`src/hdl/lru_slot_cache_tags_macros.svh`:
```
// Assertion helpers for the tag store.
`ifndef LRU_SLOT_CACHE_TAGS_MACROS_SVH
`define LRU_SLOT_CACHE_TAGS_MACROS_SVH
`ifndef NO_ASSERTIONS
`define LSCT_ASSERT_IMPLY(label, clk, rst, ante, cons) \
   label: assert property (@(posedge clk) disable iff (rst) (ante) |-> (cons)) \
      else $error("lsct: implication check failed");
`define LSCT_ASSERT_NEXT(label, clk, rst, ante, cons) \
   label: assert property (@(posedge clk) disable iff (rst) (ante) |=> (cons)) \
      else $error("lsct: next-cycle check failed");
`define LSCT_ASSERT_ALWAYS(label, clk, rst, expr) \
   label: assert property (@(posedge clk) disable iff (rst) (expr)) \
      else $error("lsct: invariant check failed");
`else
`define LSCT_ASSERT_IMPLY(label, clk, rst, ante, cons)
`define LSCT_ASSERT_NEXT(label, clk, rst, ante, cons)
`define LSCT_ASSERT_ALWAYS(label, clk, rst, expr)
`endif
`endif

```
`src/hdl/lsct_pkg.sv`:
```
package lsct_pkg;

   localparam int MAX_ENTRIES = 16;
   localparam int TAG_BITS    = 16;
   localparam int STAMP_BITS  = 32;

   localparam int IDX_W   = (MAX_ENTRIES > 1) ? $clog2(MAX_ENTRIES) : 1;
   localparam int CNT_W   = $clog2(MAX_ENTRIES + 1);
   localparam int CFG_W   = 5;
   localparam int ID_W    = 16;
   localparam int SLOT_W  = 4;
   localparam int CODE_W  = 3;
   localparam int TOTAL_W = 32;

   typedef enum logic [1:0] {
      ENT_EMPTY   = 2'd0,
      ENT_LOADING = 2'd1,
      ENT_READY   = 2'd2,
      ENT_IN_USE  = 2'd3
   } ent_state_type;

   typedef enum logic [CODE_W-1:0] {
      RSP_HIT       = 3'd0,
      RSP_MISS      = 3'd1,
      RSP_NO_VICTIM = 3'd2,
      RSP_LOADED    = 3'd3,
      RSP_FAILED    = 3'd4,
      RSP_BAD_SLOT  = 3'd5
   } rsp_code_type;

   typedef enum logic [2:0] {
      FSM_IDLE,
      FSM_HIT_SCAN,
      FSM_VIC_SCAN,
      FSM_RESERVE,
      FSM_COMPLETE
   } fsm_state_type;

   typedef struct packed {
      logic load;
      logic clr_idx;
      logic inc_idx;
      logic vic_check;
      logic do_hit;
      logic do_reserve;
      logic do_novictim;
      logic do_complete;
   } ctl_cmd_type;

   typedef struct packed {
      logic is_complete;
      logic scan_end;
      logic hit_match;
      logic elig_empty;
      logic vic_found;
   } dp_stat_type;

endpackage

```
`src/hdl/lsct_ctrl.sv`:
```
module lsct_ctrl (
   input  logic                 clock,
   input  logic                 reset,
   input  logic                 start,
   output logic                 busy,
   input  lsct_pkg::dp_stat_type stat,
   output lsct_pkg::ctl_cmd_type cmd
);

   lsct_pkg::fsm_state_type state_ff, state_in;

   always_ff @(posedge clock) begin
      if (reset) begin
         state_ff <= lsct_pkg::FSM_IDLE;
      end else begin
         state_ff <= state_in;
      end
   end

   always_comb begin
      state_in = state_ff;
      unique case (state_ff)
         lsct_pkg::FSM_IDLE: begin
            if (start) begin
               state_in = stat.is_complete ? lsct_pkg::FSM_COMPLETE : lsct_pkg::FSM_HIT_SCAN;
            end
         end
         lsct_pkg::FSM_HIT_SCAN: begin
            priority if (stat.scan_end) begin
               state_in = lsct_pkg::FSM_VIC_SCAN;
            end else if (stat.hit_match) begin
               state_in = lsct_pkg::FSM_IDLE;
            end else begin
               state_in = lsct_pkg::FSM_HIT_SCAN;
            end
         end
         lsct_pkg::FSM_VIC_SCAN: begin
            priority if (stat.scan_end) begin
               state_in = stat.vic_found ? lsct_pkg::FSM_RESERVE : lsct_pkg::FSM_IDLE;
            end else if (stat.elig_empty) begin
               state_in = lsct_pkg::FSM_RESERVE;
            end else begin
               state_in = lsct_pkg::FSM_VIC_SCAN;
            end
         end
         lsct_pkg::FSM_RESERVE:  state_in = lsct_pkg::FSM_IDLE;
         lsct_pkg::FSM_COMPLETE: state_in = lsct_pkg::FSM_IDLE;
         default:                state_in = lsct_pkg::FSM_IDLE;
      endcase
   end

   always_comb begin
      cmd  = '0;
      busy = 1'b1;
      unique case (state_ff)
         lsct_pkg::FSM_IDLE: begin
            busy     = 1'b0;
            cmd.load = start;
         end
         lsct_pkg::FSM_HIT_SCAN: begin
            priority if (stat.scan_end) begin
               cmd.clr_idx = 1'b1;
            end else if (stat.hit_match) begin
               cmd.do_hit = 1'b1;
            end else begin
               cmd.inc_idx = 1'b1;
            end
         end
         lsct_pkg::FSM_VIC_SCAN: begin
            if (stat.scan_end) begin
               cmd.do_novictim = !stat.vic_found;
            end else begin
               cmd.vic_check = 1'b1;
               cmd.inc_idx   = !stat.elig_empty;
            end
         end
         lsct_pkg::FSM_RESERVE:  cmd.do_reserve  = 1'b1;
         lsct_pkg::FSM_COMPLETE: cmd.do_complete = 1'b1;
         default:                busy = 1'b1;
      endcase
   end

endmodule

```
`src/hdl/lsct_dpath.sv`:
```
`include "lru_slot_cache_tags_macros.svh"

module lsct_dpath (
   input  logic                          clock,
   input  logic                          reset,
   input  lsct_pkg::ctl_cmd_type         cmd,
   output lsct_pkg::dp_stat_type         stat,
   input  logic [lsct_pkg::CFG_W-1:0]    active_entries,
   input  logic                          req_command,
   input  logic [lsct_pkg::ID_W-1:0]     req_expert_id,
   input  logic [lsct_pkg::SLOT_W-1:0]   req_slot,
   input  logic                          req_load_ok,
   output logic                          rsp_valid,
   output logic [lsct_pkg::CODE_W-1:0]   rsp_status,
   output logic [lsct_pkg::SLOT_W-1:0]   rsp_slot_index,
   output logic [lsct_pkg::TOTAL_W-1:0]  rsp_hits_total,
   output logic [lsct_pkg::TOTAL_W-1:0]  rsp_misses_total,
   output logic [lsct_pkg::TOTAL_W-1:0]  rsp_evictions_total
);

   localparam int N  = lsct_pkg::MAX_ENTRIES;
   localparam int IW = lsct_pkg::IDX_W;
   localparam int CW = lsct_pkg::CNT_W;
   localparam int TW = lsct_pkg::TAG_BITS;
   localparam int SW = lsct_pkg::STAMP_BITS;
   localparam int OW = lsct_pkg::TOTAL_W;

   // entry store
   logic [TW-1:0]              tag_ff   [N];
   logic [SW-1:0]              stamp_ff [N];
   lsct_pkg::ent_state_type    status_ff[N];
   logic                       held_ff  [N];

   // per-item registers
   logic                       cmd_ff;
   logic [TW-1:0]              req_tag_ff;
   logic                       load_ok_ff;
   logic [CW-1:0]              idx_ff, idx_in;
   logic [IW-1:0]              vic_ff, vic_in;
   logic [SW-1:0]              best_ff, best_in;
   logic                       found_ff, found_in;
   logic                       vic_ready_ff, vic_ready_in;

   logic [SW-1:0]              use_clock_ff, use_clock_in;
   logic [OW-1:0]              hits_ff, hits_in;
   logic [OW-1:0]              misses_ff, misses_in;
   logic [OW-1:0]              evicts_ff, evicts_in;

   logic                       rsp_valid_ff, rsp_valid_in;
   lsct_pkg::rsp_code_type     rsp_status_ff, rsp_status_in;
   logic [lsct_pkg::SLOT_W-1:0] rsp_slot_ff, rsp_slot_in;

   // write port
   logic                       ent_we;
   logic                       tag_we;
   logic                       stamp_we;
   logic [IW-1:0]              wr_idx;
   lsct_pkg::ent_state_type    ent_status_in;
   logic                       ent_held_in;

   logic [CW-1:0]              n_live;
   logic [IW-1:0]              rd_idx;
   logic [TW-1:0]              tag_rd;
   logic [SW-1:0]              stamp_rd;
   lsct_pkg::ent_state_type    st_rd;
   logic                       held_rd;
   logic                       scan_end;
   logic                       elig;
   logic                       slot_ok;
   logic [N-1:0]               held_vec, loading_vec;

   always_comb begin
      if (32'(active_entries) > 32'(N)) begin
         n_live = CW'(N);
      end else begin
         n_live = CW'(active_entries);
      end
   end

   assign rd_idx   = idx_ff[IW-1:0];
   assign tag_rd   = tag_ff[rd_idx];
   assign stamp_rd = stamp_ff[rd_idx];
   assign st_rd    = status_ff[rd_idx];
   assign held_rd  = held_ff[rd_idx];
   assign scan_end = (idx_ff >= n_live);
   assign elig     = !held_rd &&
                     (st_rd == lsct_pkg::ENT_EMPTY || st_rd == lsct_pkg::ENT_READY);
   assign slot_ok  = !scan_end && (st_rd == lsct_pkg::ENT_LOADING);

   assign stat.is_complete = req_command;
   assign stat.scan_end    = scan_end;
   assign stat.hit_match   = !scan_end && (st_rd == lsct_pkg::ENT_READY) &&
                             (tag_rd == req_tag_ff);
   assign stat.elig_empty  = !scan_end && elig && (st_rd == lsct_pkg::ENT_EMPTY);
   assign stat.vic_found   = found_ff;

   always_comb begin
      idx_in       = idx_ff;
      vic_in       = vic_ff;
      best_in      = best_ff;
      found_in     = found_ff;
      vic_ready_in = vic_ready_ff;
      use_clock_in = use_clock_ff;
      hits_in      = hits_ff;
      misses_in    = misses_ff;
      evicts_in    = evicts_ff;
      rsp_valid_in = 1'b0;
      rsp_status_in = rsp_status_ff;
      rsp_slot_in  = rsp_slot_ff;
      ent_we       = 1'b0;
      tag_we       = 1'b0;
      stamp_we     = 1'b0;
      wr_idx       = rd_idx;
      ent_status_in = st_rd;
      ent_held_in  = held_rd;

      if (cmd.load) begin
         idx_in   = req_command ? CW'(req_slot) : '0;
         found_in = 1'b0;
      end
      if (cmd.clr_idx) begin
         idx_in = '0;
      end
      if (cmd.inc_idx) begin
         idx_in = idx_ff + CW'(1);
      end
      if (cmd.vic_check && elig) begin
         if (st_rd == lsct_pkg::ENT_EMPTY) begin
            vic_in       = rd_idx;
            found_in     = 1'b1;
            vic_ready_in = 1'b0;
         end else if (!found_ff || stamp_rd < best_ff) begin
            vic_in       = rd_idx;
            best_in      = stamp_rd;
            found_in     = 1'b1;
            vic_ready_in = 1'b1;
         end
      end
      if (cmd.do_hit) begin
         hits_in       = hits_ff + OW'(1);
         use_clock_in  = use_clock_ff + SW'(1);
         stamp_we      = 1'b1;
         rsp_valid_in  = 1'b1;
         rsp_status_in = lsct_pkg::RSP_HIT;
         rsp_slot_in   = lsct_pkg::SLOT_W'(idx_ff);
      end
      if (cmd.do_reserve) begin
         misses_in     = misses_ff + OW'(1);
         if (vic_ready_ff) begin
            evicts_in = evicts_ff + OW'(1);
         end
         use_clock_in  = use_clock_ff + SW'(1);
         wr_idx        = vic_ff;
         ent_we        = 1'b1;
         tag_we        = 1'b1;
         stamp_we      = 1'b1;
         ent_status_in = lsct_pkg::ENT_LOADING;
         ent_held_in   = 1'b1;
         rsp_valid_in  = 1'b1;
         rsp_status_in = lsct_pkg::RSP_MISS;
         rsp_slot_in   = lsct_pkg::SLOT_W'(vic_ff);
      end
      if (cmd.do_novictim) begin
         rsp_valid_in  = 1'b1;
         rsp_status_in = lsct_pkg::RSP_NO_VICTIM;
         rsp_slot_in   = '0;
      end
      if (cmd.do_complete) begin
         rsp_valid_in = 1'b1;
         rsp_slot_in  = lsct_pkg::SLOT_W'(idx_ff);
         if (!slot_ok) begin
            rsp_status_in = lsct_pkg::RSP_BAD_SLOT;
         end else begin
            ent_we        = 1'b1;
            ent_held_in   = 1'b0;
            ent_status_in = load_ok_ff ? lsct_pkg::ENT_READY : lsct_pkg::ENT_EMPTY;
            rsp_status_in = load_ok_ff ? lsct_pkg::RSP_LOADED : lsct_pkg::RSP_FAILED;
         end
      end
   end

   always_ff @(posedge clock) begin
      if (reset) begin
         for (int i = 0; i < N; i++) begin
            status_ff[i] <= lsct_pkg::ENT_EMPTY;
            held_ff[i]   <= 1'b0;
         end
      end else if (ent_we) begin
         status_ff[wr_idx] <= ent_status_in;
         held_ff[wr_idx]   <= ent_held_in;
      end
   end

   // stamps are only compared on ready entries, which always carry one
   always_ff @(posedge clock) begin
      if (tag_we) begin
         tag_ff[wr_idx] <= req_tag_ff;
      end
      if (stamp_we) begin
         stamp_ff[wr_idx] <= use_clock_in;
      end
   end

   always_ff @(posedge clock) begin
      if (reset) begin
         idx_ff       <= '0;
         found_ff     <= 1'b0;
         vic_ready_ff <= 1'b0;
         use_clock_ff <= '0;
         hits_ff      <= '0;
         misses_ff    <= '0;
         evicts_ff    <= '0;
         rsp_valid_ff <= 1'b0;
      end else begin
         idx_ff       <= idx_in;
         found_ff     <= found_in;
         vic_ready_ff <= vic_ready_in;
         use_clock_ff <= use_clock_in;
         hits_ff      <= hits_in;
         misses_ff    <= misses_in;
         evicts_ff    <= evicts_in;
         rsp_valid_ff <= rsp_valid_in;
      end
   end

   always_ff @(posedge clock) begin
      if (cmd.load) begin
         cmd_ff     <= req_command;
         req_tag_ff <= req_expert_id[TW-1:0];
         load_ok_ff <= req_load_ok;
      end
      vic_ff        <= vic_in;
      best_ff       <= best_in;
      rsp_status_ff <= rsp_status_in;
      rsp_slot_ff   <= rsp_slot_in;
   end

   assign rsp_valid           = rsp_valid_ff;
   assign rsp_status          = rsp_status_ff;
   assign rsp_slot_index      = rsp_slot_ff;
   assign rsp_hits_total      = hits_ff;
   assign rsp_misses_total    = misses_ff;
   assign rsp_evictions_total = evicts_ff;

   always_comb begin
      for (int i = 0; i < N; i++) begin
         held_vec[i]    = held_ff[i];
         loading_vec[i] = (status_ff[i] == lsct_pkg::ENT_LOADING);
      end
   end

   // an entry is held exactly while its load is outstanding
   `LSCT_ASSERT_ALWAYS(a_held_is_loading, clock, reset, held_vec == loading_vec)
   `LSCT_ASSERT_NEXT(a_reserve_reports_miss, clock, reset, cmd.do_reserve,
                     rsp_valid_ff && rsp_status_ff == lsct_pkg::RSP_MISS)
   `LSCT_ASSERT_NEXT(a_hit_ticks_clock, clock, reset, cmd.do_hit,
                     use_clock_ff == $past(use_clock_ff) + SW'(1))
   `LSCT_ASSERT_IMPLY(a_complete_cmd_latched, clock, reset, cmd.do_complete, cmd_ff)

endmodule

```
`src/hdl/lru_slot_cache_tags.sv`:
```
// Fully associative tag store with timestamp LRU replacement, 16 entries.
// Command channel: an item (req_*) is taken at a clock edge where start is
// high and busy is low. req_command 0 looks up req_expert_id and, on a miss,
// reserves a slot; req_command 1 reports the load outcome for req_slot.
// Result channel: each item gives exactly one result beat, shown on rsp_*
// for one cycle with rsp_valid high. The receiver cannot stall it.
// A lookup scans the active entries for a hit; on a miss it scans them again
// for a victim, stopping at the first empty entry, else taking the ready
// entry with the oldest stamp, or reporting no victim when there is none.
// Both scans walk the entry store one entry per cycle through a single read
// port. busy is low again in the cycle the result is shown, so the next item
// can be taken while a result is shown.
// Configuration: one APB register, active_entries at byte 0 (reset 16,
// values above 16 act as 16); write only while the block is idle.
// Reset empties every entry and clears the use clock and all counters.
module lru_slot_cache_tags (
   input  logic                                 clock,
   input  logic                                 reset,
   input  logic                                 start,
   output logic                                 busy,
   input  logic                                 req_command,
   input  logic [lsct_pkg::ID_W-1:0]            req_expert_id,
   input  logic [lsct_pkg::SLOT_W-1:0]          req_slot,
   input  logic                                 req_load_ok,
   output logic                                 rsp_valid,
   output logic [lsct_pkg::CODE_W-1:0]          rsp_status,
   output logic [lsct_pkg::SLOT_W-1:0]          rsp_slot_index,
   output logic [lsct_pkg::TOTAL_W-1:0]         rsp_hits_total,
   output logic [lsct_pkg::TOTAL_W-1:0]         rsp_misses_total,
   output logic [lsct_pkg::TOTAL_W-1:0]         rsp_evictions_total,
   input  logic                                 psel,
   input  logic                                 penable,
   input  logic                                 pwrite,
   input  logic [2:0]                           paddr,
   input  logic [31:0]                          pwdata,
   output logic [31:0]                          prdata,
   output logic                                 pready
);

   localparam logic REG_ACTIVE_ENTRIES = 1'b0;

   logic [lsct_pkg::CFG_W-1:0] active_ff, active_in;
   logic                       csr_wr;
   logic                       csr_hit;
   lsct_pkg::ctl_cmd_type      cmd;
   lsct_pkg::dp_stat_type      stat;

   assign pready  = 1'b1;
   assign csr_wr  = psel && penable && pwrite && pready;
   assign csr_hit = (paddr[2] == REG_ACTIVE_ENTRIES);

   always_comb begin
      active_in = active_ff;
      if (csr_wr && csr_hit) begin
         active_in = pwdata[lsct_pkg::CFG_W-1:0];
      end
   end

   always_ff @(posedge clock) begin
      if (reset) begin
         active_ff <= lsct_pkg::CFG_W'(lsct_pkg::MAX_ENTRIES);
      end else begin
         active_ff <= active_in;
      end
   end

   assign prdata = csr_hit ? 32'(active_ff) : '0;

   lsct_ctrl u_ctrl (
      .clock (clock),
      .reset (reset),
      .start (start),
      .busy  (busy),
      .stat  (stat),
      .cmd   (cmd)
   );

   lsct_dpath u_dpath (
      .clock               (clock),
      .reset               (reset),
      .cmd                 (cmd),
      .stat                (stat),
      .active_entries      (active_ff),
      .req_command         (req_command),
      .req_expert_id       (req_expert_id),
      .req_slot            (req_slot),
      .req_load_ok         (req_load_ok),
      .rsp_valid           (rsp_valid),
      .rsp_status          (rsp_status),
      .rsp_slot_index      (rsp_slot_index),
      .rsp_hits_total      (rsp_hits_total),
      .rsp_misses_total    (rsp_misses_total),
      .rsp_evictions_total (rsp_evictions_total)
   );

endmodule
```
`config.mk`:
```
export PLATFORM = sky130hd
export DESIGN_NAME = lru_slot_cache_tags
export DESIGN_NICKNAME = d
export VERILOG_FILES = /design/src/hdl/lsct_pkg.sv /design/src/hdl/lsct_ctrl.sv /design/src/hdl/lsct_dpath.sv /design/src/hdl/lru_slot_cache_tags.sv
export VERILOG_INCLUDE_DIRS = /design/src /design/src/hdl
export SDC_FILE = /design/constraint.sdc
export NUM_CORES = 1
export LEC_CHECK = 0
export ABC_CLOCK_PERIOD_IN_PS = 6200
export BUFFER_PORTS_ARGS = -buffer_cell sky130_fd_sc_hd__buf_2
export CELL_PAD_IN_SITES_DETAIL_PLACEMENT = 1
export CELL_PAD_IN_SITES_GLOBAL_PLACEMENT = 1
export CORE_MARGIN = 2
export CORE_UTILIZATION = 53
export DETAILED_ROUTE_END_ITERATION = 7
export PLACE_DENSITY = 0.92
export SLEW_MARGIN = 10
export SYNTH_ARGS = -nofsm -noshare
export SYNTH_HDL_FRONTEND = slang
export SYNTH_HIERARCHICAL = 1
export SYNTH_SLANG_ARGS = --single-unit
```
`constraint.sdc`:
```
create_clock -name clock -period 6.2 [get_ports clock]
set_input_delay 0.31 -clock clock [delete_from_list [all_inputs] [get_ports clock]]
set_output_delay 0.31 -clock clock [all_outputs]
set_load 0.05 [all_outputs]
```
==> metrics.cfg, run 1 <==
[floorplan]
fp.coreArea_um2 = 77210
die_w_um = 282.7
ios = 201
dieArea_um2 = 79890
die_y_um = 282.7
initial_utilization = 0.5330
rows = 102

[clock_tree]
htree_num_levels = 3
clkSinkCount = 1024
path_clk_slew_ns = 0.09
clk_path_buf_depth = 3
clk_latency_ns = 0.72
tritoncts = yes
cts_root_buffer = clkbuf_16
cts_buffers = 98

[worst_setup_path]
cp.arrival_ns = 6.85
r2r_cells = 21
critPathCaptureType = flip-flop
crit_fanout = 17
slowest_delay_ns = 0.53
crit_type = reg2reg
critPathTopFamily = simple AND/OR/NAND/NOR gates
critPathSlowestCell = dfxtp_1
r2r-end = u_dpath/use_clock_ff[24]
start_kind = flip-flop
r2r_slack_ns = -0.03
crit_required_ns = 6.82
path_cells = inv_1 > ha_1 > nand2b_1 > a21o_1 > a21oi_1 > o21ai_1 > nor2_2 > nand4_1 > nor4_1 > buf_4 > nor4b_2 > buf_4 > o211ai_1 > nor4_1 > buf_4 > nand4_1 > buf_4 > nor2_1 > xor2_1 > buf_4 > nor2b_1
path_common_cell = buf_4
path_buf_inv = 6
timing.rr.start = u_dpath/idx_ff[0]

[routing]
drtIter0Drc = 4192
vias = 26154
drc = 0
route.met2.wl_mm = 69.45
antenna_left = 0
wl_met1_mm = 47.28
met3_length_mm = 16.74
via_per_inst = 7.042
drt_first_pass_iters = 8
top_layer = met5
drt_wl_total_mm = 143.8
wire_per_inst_um = 38.72

[timing]
whs_ns = 0.02850
slew_violations = 0
setup_slack_ns = -0.02786
timing.final.crit_share = 1.004
fin_worst_skew_ns = 0.07175
tns_ns = -0.02786
maxSlewHeadroom = 0.1773
tightest_slew_ns = 1.224
timing.fmax_ghz = 0.1606
hold_viol_final = 0
final.min_clock_period_ns = 6.228
setup_viol = 1

[finish]
nets = 2692
stdcell_count = 3714
syn_to_final_growth_pct = 15.83
drive_above_1_share = 0.2634
fillers = 6653
final_util = 0.6174
fin_area_um2 = 47670

[power]
sw_frac_of_total = 0.2365
pwr_density_cell_nw_per_um2 = 320.2
clkPwrFrac = 0.455
power.leakage_nw = 17.10
total_power_mw = 15.26
ir_worst_vdd_v = 0.0002549
p_seq_frac = 0.493
internal-power_mw = 11.65
combPwrFrac = 0.052
netSwitchingPower_mw = 3.610

[placed_design]
place_area_um2 = 43560
numPortBuffers = 143
gp_congestion = 0.8334
dp_slack_ns = 0.05424
dp_hpwl_mm = 64.51
placed_cells_incl_taps = 3503

[grt]
grt.total_usage = 0.3634
grt_pass1_wl_mm = 204.0
grt_remaining_overflow = 0
grt_pass1_vias = 27084
grt_max_degree = 88
antenna_found_initial = 3

[run_status]
status = complete, but fails checks
violations = negative setup slack

[logic_synthesis]
yosys_warnings = 6
synthArstFlopShare = 0
yosys_most_used_dff = edfxtp_1
synthTopCellsByCount = edfxtp_1, mux4_2, nor2_1
synth.distinct_cells = 65
netlist_top_cells_area = edfxtp_1, mux4_2, dfxtp_1
synth_top_area_cell = edfxtp_1
syn-cell-area_um2 = 41150
synth_top_area_share = 0.6392
yosysSeqAreaShare = 0.7112
synth_edf_count = 876
syn_inst = 2342
syn_avg_cell_area_um2 = 17.57
ys_seq_elements = 1024
yosysMostFrequentCell = edfxtp_1

[hold_path]
hold_path.class = in2reg
min_to = active_ff[4]
holdPathStages = 3
min_from = pwdata[4]

[job]
cap_violations = 0

-- power groups by stage --
stage / Clock (mW) / Sequential [mW] / Combinational, mW
after floorplan: 0 / 7.62 / 0.558
after global placement: 0 / 7.65 / 0.670
after detailed placement: 0 / 7.67 / 0.711
after CTS: 6.81 / 7.52 / 0.763
after global routing: 7.15 / 7.53 / 0.818
final: 6.94 / 7.53 / 0.794
-- layer usage --
layer,up-vias,GRT usage
met3,661,0.08929
li1,9544,-
met2,2624,0.5871
met4,4,0.2245
met5,-,0
met1,13321,0.4436
-- state kept, by name, summed over array words and instances, names as in the netlist, 3 cells and up, named ones only --
| name | count |
|---|---|
| u_dpath/tag_ff | 256 |
| u_dpath/rsp_misses_total | 32 |
| u_dpath/best_ff | 32 |
| active_ff | 5 |
| u_dpath/rsp_slot_index | 4 |
| u_dpath/rsp_hits_total | 32 |
| u_dpath/held_ff | 16 |
| u_dpath/vic_ff | 4 |
| u_dpath/status_ff | 32 |
| u_dpath/idx_ff | 5 |
| u_dpath/use_clock_ff | 32 |
| u_dpath/rsp_status | 3 |
| u_dpath/req_tag_ff | 16 |
| u_ctrl/state_ff | 3 |
| u_dpath/stamp_ff | 512 |
| u_dpath/rsp_evictions_total | 32 |
-- how the worst max path moves through the flow --
| stage | startpoint | cells after the start | endpoint | slack [ns] |
|---|---|---|---|---|
| after CTS | u_dpath/idx_ff[0] | 18 | u_dpath/use_clock_ff[17] | 0.03 |
| after global placement | flip-flop | 12 | u_dpath/vic_ff[1] | 0.46 |
| after global routing | u_dpath/idx_ff[0] | 21 | u_dpath/use_clock_ff[24] | -0.03 |
| final | u_dpath/idx_ff[0] | 21 | u_dpath/use_clock_ff[24] | -0.03 |
| after floorplan | flip-flop | 14 | u_dpath/stamp_ff[0][0] | 0.89 |
| after detailed placement | flip-flop | 18 | u_dpath/stamp_ff[1][29] | 0.05 |
-- area by class of cell --
type / count / area (µm²) / share of cell area
diodes: 1 / 2.502 / 0.00005249
clock buffers: 133 / 2786 / 0.05845
clock inverters: 52 / 823.3 / 0.01727
inverters: 62 / 235.2 / 0.004935
multi-input cells: 1150 / 11390 / 0.2389
flip-flops and latches: 1024 / 29280 / 0.6142
well taps: 1040 / 1301 / 0.02730
repair buffers: 252 / 1852 / 0.03885
-- worst min-delay path, cell delays in order --
cell and delay (ns):
buf_2 0.11, nor2_1 0.11, mux2i_1 0.13
-- logic make-up (layout without fill, tap and decap cells) --
logic type | after synthesis | count (layout) | share of synthesized area
flops | 1024 | 1024 | 0.7112
simple gates | 525 | 525 | 0.06269
mux | 280 | 280 | 0.1401
buf+inv | 194 | 499 | 0.02305
compound gates | 151 | 151 | 0.02378
xor+xnor | 125 | 125 | 0.02660
fa+ha+maj | 41 | 41 | 0.01246
other cells | 2 | 29 | 0.0001825
-- timing repair --
action,CTS,global route
setup buffers,0,3
pin swaps,0,2
hold endpoints to repair,23,0
gates resized for setup,10,12
hold buffers,22,0
endpoints found under the setup margin,203,175
-- layout by cell type, fill, tap and decap left out, types with 18 or more instances in the layout --
master	instances
nand4_1	36
dlygate4sd3_1	22
mux2i_1	37
nand2_1	78
buf_2	142
inv_1	61
nor2_1	173
a21oi_1	32
dfxtp_1	144
xor2_1	62
nor2b_1	39
edfxtp_1	876
ha_1	41
or3_1	21
mux4_2	236
buf_4	64
nand2b_1	20
o21ai_0	44
conb_1	28
nand3_1	54
buf_12	19
clkbuf_16	102
o21bai_1	18
xnor2_1	44
Power figures use the tool's default switching activity.
==> run 2: changes to the inputs <==
--- a/config.mk
+++ b/config.mk
@@ -14,6 +14,7 @@
 export CORE_UTILIZATION = 53
 export DETAILED_ROUTE_END_ITERATION = 7
 export PLACE_DENSITY = 0.92
+export RECOVER_POWER = 100
 export SLEW_MARGIN = 10
 export SYNTH_ARGS = -nofsm -noshare
 export SYNTH_HDL_FRONTEND = slang
==> run 2 against run 1 <==
Effect of this change:
- the run ends with max-capacitance violations, max-slew violations, negative setup slack left
- global-route usage did not move
- clock power barely moved
- worst setup slack lost 0.21 ns
- die area is the same
- highest routed layer unchanged
==> metrics.cfg, run 2 (same netlist as run 1, synthesis figures left out) <==
[run_status]
status = complete, but fails checks
violations = max-capacitance violations, max-slew violations, negative setup slack

[hold_path]
holdPathStages = 3  ; unchanged
hold_path.class = in2reg
min_to = active_ff[4]
min_from = pwdata[4]

[floorplan]
die_w_um = 282.7  ; unchanged
rows = 102  ; unchanged
ios = 201  ; unchanged
fp.coreArea_um2 = 77210  ; unchanged
dieArea_um2 = 79890  ; unchanged
die_y_um = 282.7  ; unchanged
initial_utilization = 0.5330  ; unchanged

[clock_tree]
clkSinkCount = 1024  ; unchanged
htree_num_levels = 3  ; unchanged
clk_path_buf_depth = 3  ; unchanged
clk_latency_ns = 0.72  ; about the same
path_clk_slew_ns = 0.08  ; about the same
cts_buffers = 98  ; unchanged
tritoncts = yes
cts_root_buffer = clkbuf_16

[timing]
fin_worst_skew_ns = 0.07466  ; +0.002907 ns
setup_viol = 63  ; +62
timing.fmax_ghz = 0.1553  ; -3.3%
timing.final.crit_share = 1.039  ; +0.03413
final.min_clock_period_ns = 6.439  ; +0.2116 ns
tns_ns = -3.504  ; -3.476 ns
hold_viol_final = 0  ; unchanged
tightest_slew_ns = 1.859  ; +0.6356 ns
maxSlewHeadroom = -0.2395  ; -0.4168
rsz0062_at_grt = no
slew_violations = 221  ; +221
setup_slack_ns = -0.2395  ; -0.2116 ns

[worst_setup_path]
crit_required_ns = 6.80  ; -0.02 ns
critPathTopFamily = simple AND/OR/NAND/NOR gates
startpoint = u_dpath/idx_ff[0]
slowest_delay_ns = 0.91  ; +0.38 ns
path_cells = inv_1 > ha_1 > nand2b_1 > a21o_1 > a21oi_1 > o21ai_1 > nor2_2 > nand4_1 > nor4_1 > buf_4 > nor4b_2 > buf_4 > o2111ai_1 > nor4_2 > nand4_1 > clkbuf_1 > xnor2_2 > nor2b_1
path_buf_inv = 4  ; -2
r2r-end = u_dpath/use_clock_ff[23]
r2r_cells = 18  ; -14%
crit_type = reg2reg
timing.rr.start = u_dpath/idx_ff[0]
r2r_slack_ns = -0.24  ; -0.21 ns
start_kind = flip-flop
critPathSlowestCell = xnor2_2
critPathCaptureType = flip-flop
cp.arrival_ns = 7.04  ; +0.19 ns
crit_fanout = 17  ; unchanged

[grt]
grt_max_degree = 88  ; unchanged
grt.total_usage = 0.3634  ; unchanged
grt_pass1_vias = 27084  ; unchanged
grt_remaining_overflow = 0  ; unchanged
grt_pass1_wl_mm = 204.0  ; unchanged
antenna_found_initial = 3  ; unchanged

[routing]
vias = 26204  ; +0.19%
drt_first_pass_iters = 6  ; -2
via_per_inst = 7.055  ; +0.19%
drt_wl_total_mm = 143.8  ; about the same
drc = 0  ; unchanged
antenna_left = 0  ; unchanged
wire_per_inst_um = 38.72  ; about the same
drtIter0Drc = 4052  ; -3.3%

[finish]
top_register = u_dpath/stamp_ff
reg_top3 = u_dpath/stamp_ff: 512 flops, u_dpath/tag_ff: 256 flops
nets = 2692  ; unchanged
final_common_cell = edfxtp_1
syn_to_final_growth_pct = 14.37
final_util = 0.6096  ; -0.007762
final_cell_mix = edfxtp_1, mux4_2, nor2_1
largest_register_ffs = 512  ; unchanged
fillers = 6767  ; +1.7%
fin_area_um2 = 47070  ; -1.3%
drive_above_1_share = 0.2016  ; -0.06173

[placed_design]
dp_slack_ns = 0.05424  ; unchanged
dp_hpwl_mm = 64.51  ; unchanged
place_area_um2 = 43560  ; unchanged
gp_congestion = 0.8334  ; unchanged
numPortBuffers = 143  ; unchanged

[power]
pwr_density_cell_nw_per_um2 = 324.2  ; +1.2%
ir_worst_vdd_v = 0.0002562  ; +0.51%
power.leakage_nw = 16.39  ; -4.1%
total_power_mw = 15.26  ; about the same

[job]
cap_violations = 12  ; +12

==> run 2: changes by cell type in the layout (fill, tap and decap cells not counted), moves of 3 or more <==
cell,change
clkbuf_1,+146
buf_2,-121
buf_4,-29
buf_12,-16
clkbuf_2,+12
nor2_1,+10
nor2_4,-7
xnor2_1,+5
clkbuf_4,+4
buf_6,+3
nor2_2,-3
xnor2_2,-3
==> run 2: worst max path at each step <==
stage,end,slack (ns),cells past startpoint
6_report,u_dpath/use_clock_ff[23],-0.24,18
5_1_grt,u_dpath/use_clock_ff[24],0.009,21
4_1_cts,u_dpath/use_clock_ff[17],0.03,18
3_5_place_dp,u_dpath/stamp_ff[1][29],0.05,18
3_3_place_gp,u_dpath/vic_ff[1],0.46,12
2_1_floorplan,u_dpath/stamp_ff[0][0],0.89,14
==> run 2: tightest hold or removal path, delay by kind of cell <==
kind	cells	cell delay, ns
and+or+nand+nor	1	0.12
buffers and inverters	1	0.11
muxes	1	0.13
==> run 2: per-layer routing <==
layer | share of wire | routed length (µm) | up-vias | global-route usage
met5 | 0.00020 | 29 | - | 0
met1 | 0.33 | 47070 | 13320 | 0.4436
li1 | - | - | 9537 | -
met3 | 0.12 | 16860 | 719 | 0.08929
met4 | 0.076 | 10960 | 4 | 0.2245
met2 | 0.48 | 68890 | 2624 | 0.5871
==> run 2: metrics by stage <==
stage / cells / hold WS (ns)
global route: 3713 / 0.02847
detailed placement: 3503 / 0.4884
floorplan: 2368 / 0.4089
CTS: 3710 / 0.03833
finish: 3714 / 0.03154
global placement: 3503 / 0.4744
==> run 2: cell type report <==
type                       count  area [µm²]  area share
antenna                        1       2.502  0.00005316
clock buffer                 133        2786     0.05920
clock inverter                52       823.3     0.01749
inverter                      62       235.2    0.004997
multi-input combinational   1150       11260      0.2392
sequential                  1024       29280      0.6221
tap                         1040        1301     0.02764
timing repair buffer         252        1384     0.02940
==> run 2: repair_timing <==
item	CTS	global route
hold buffers	22	0
hold endpoints to repair	23	0
gates resized for setup	10	12
setup buffers	0	3
endpoints found under the setup margin	203	175
pin swaps	0	2
==> run 2: where the power goes <==
part | leakage, nW | switching [mW] | internal [mW]
sequential | 10.3 | 0.0919 | 7.44
combinational | 4.39 | 0.486 | 0.302
clock | 1.75 | 3.03 | 3.91
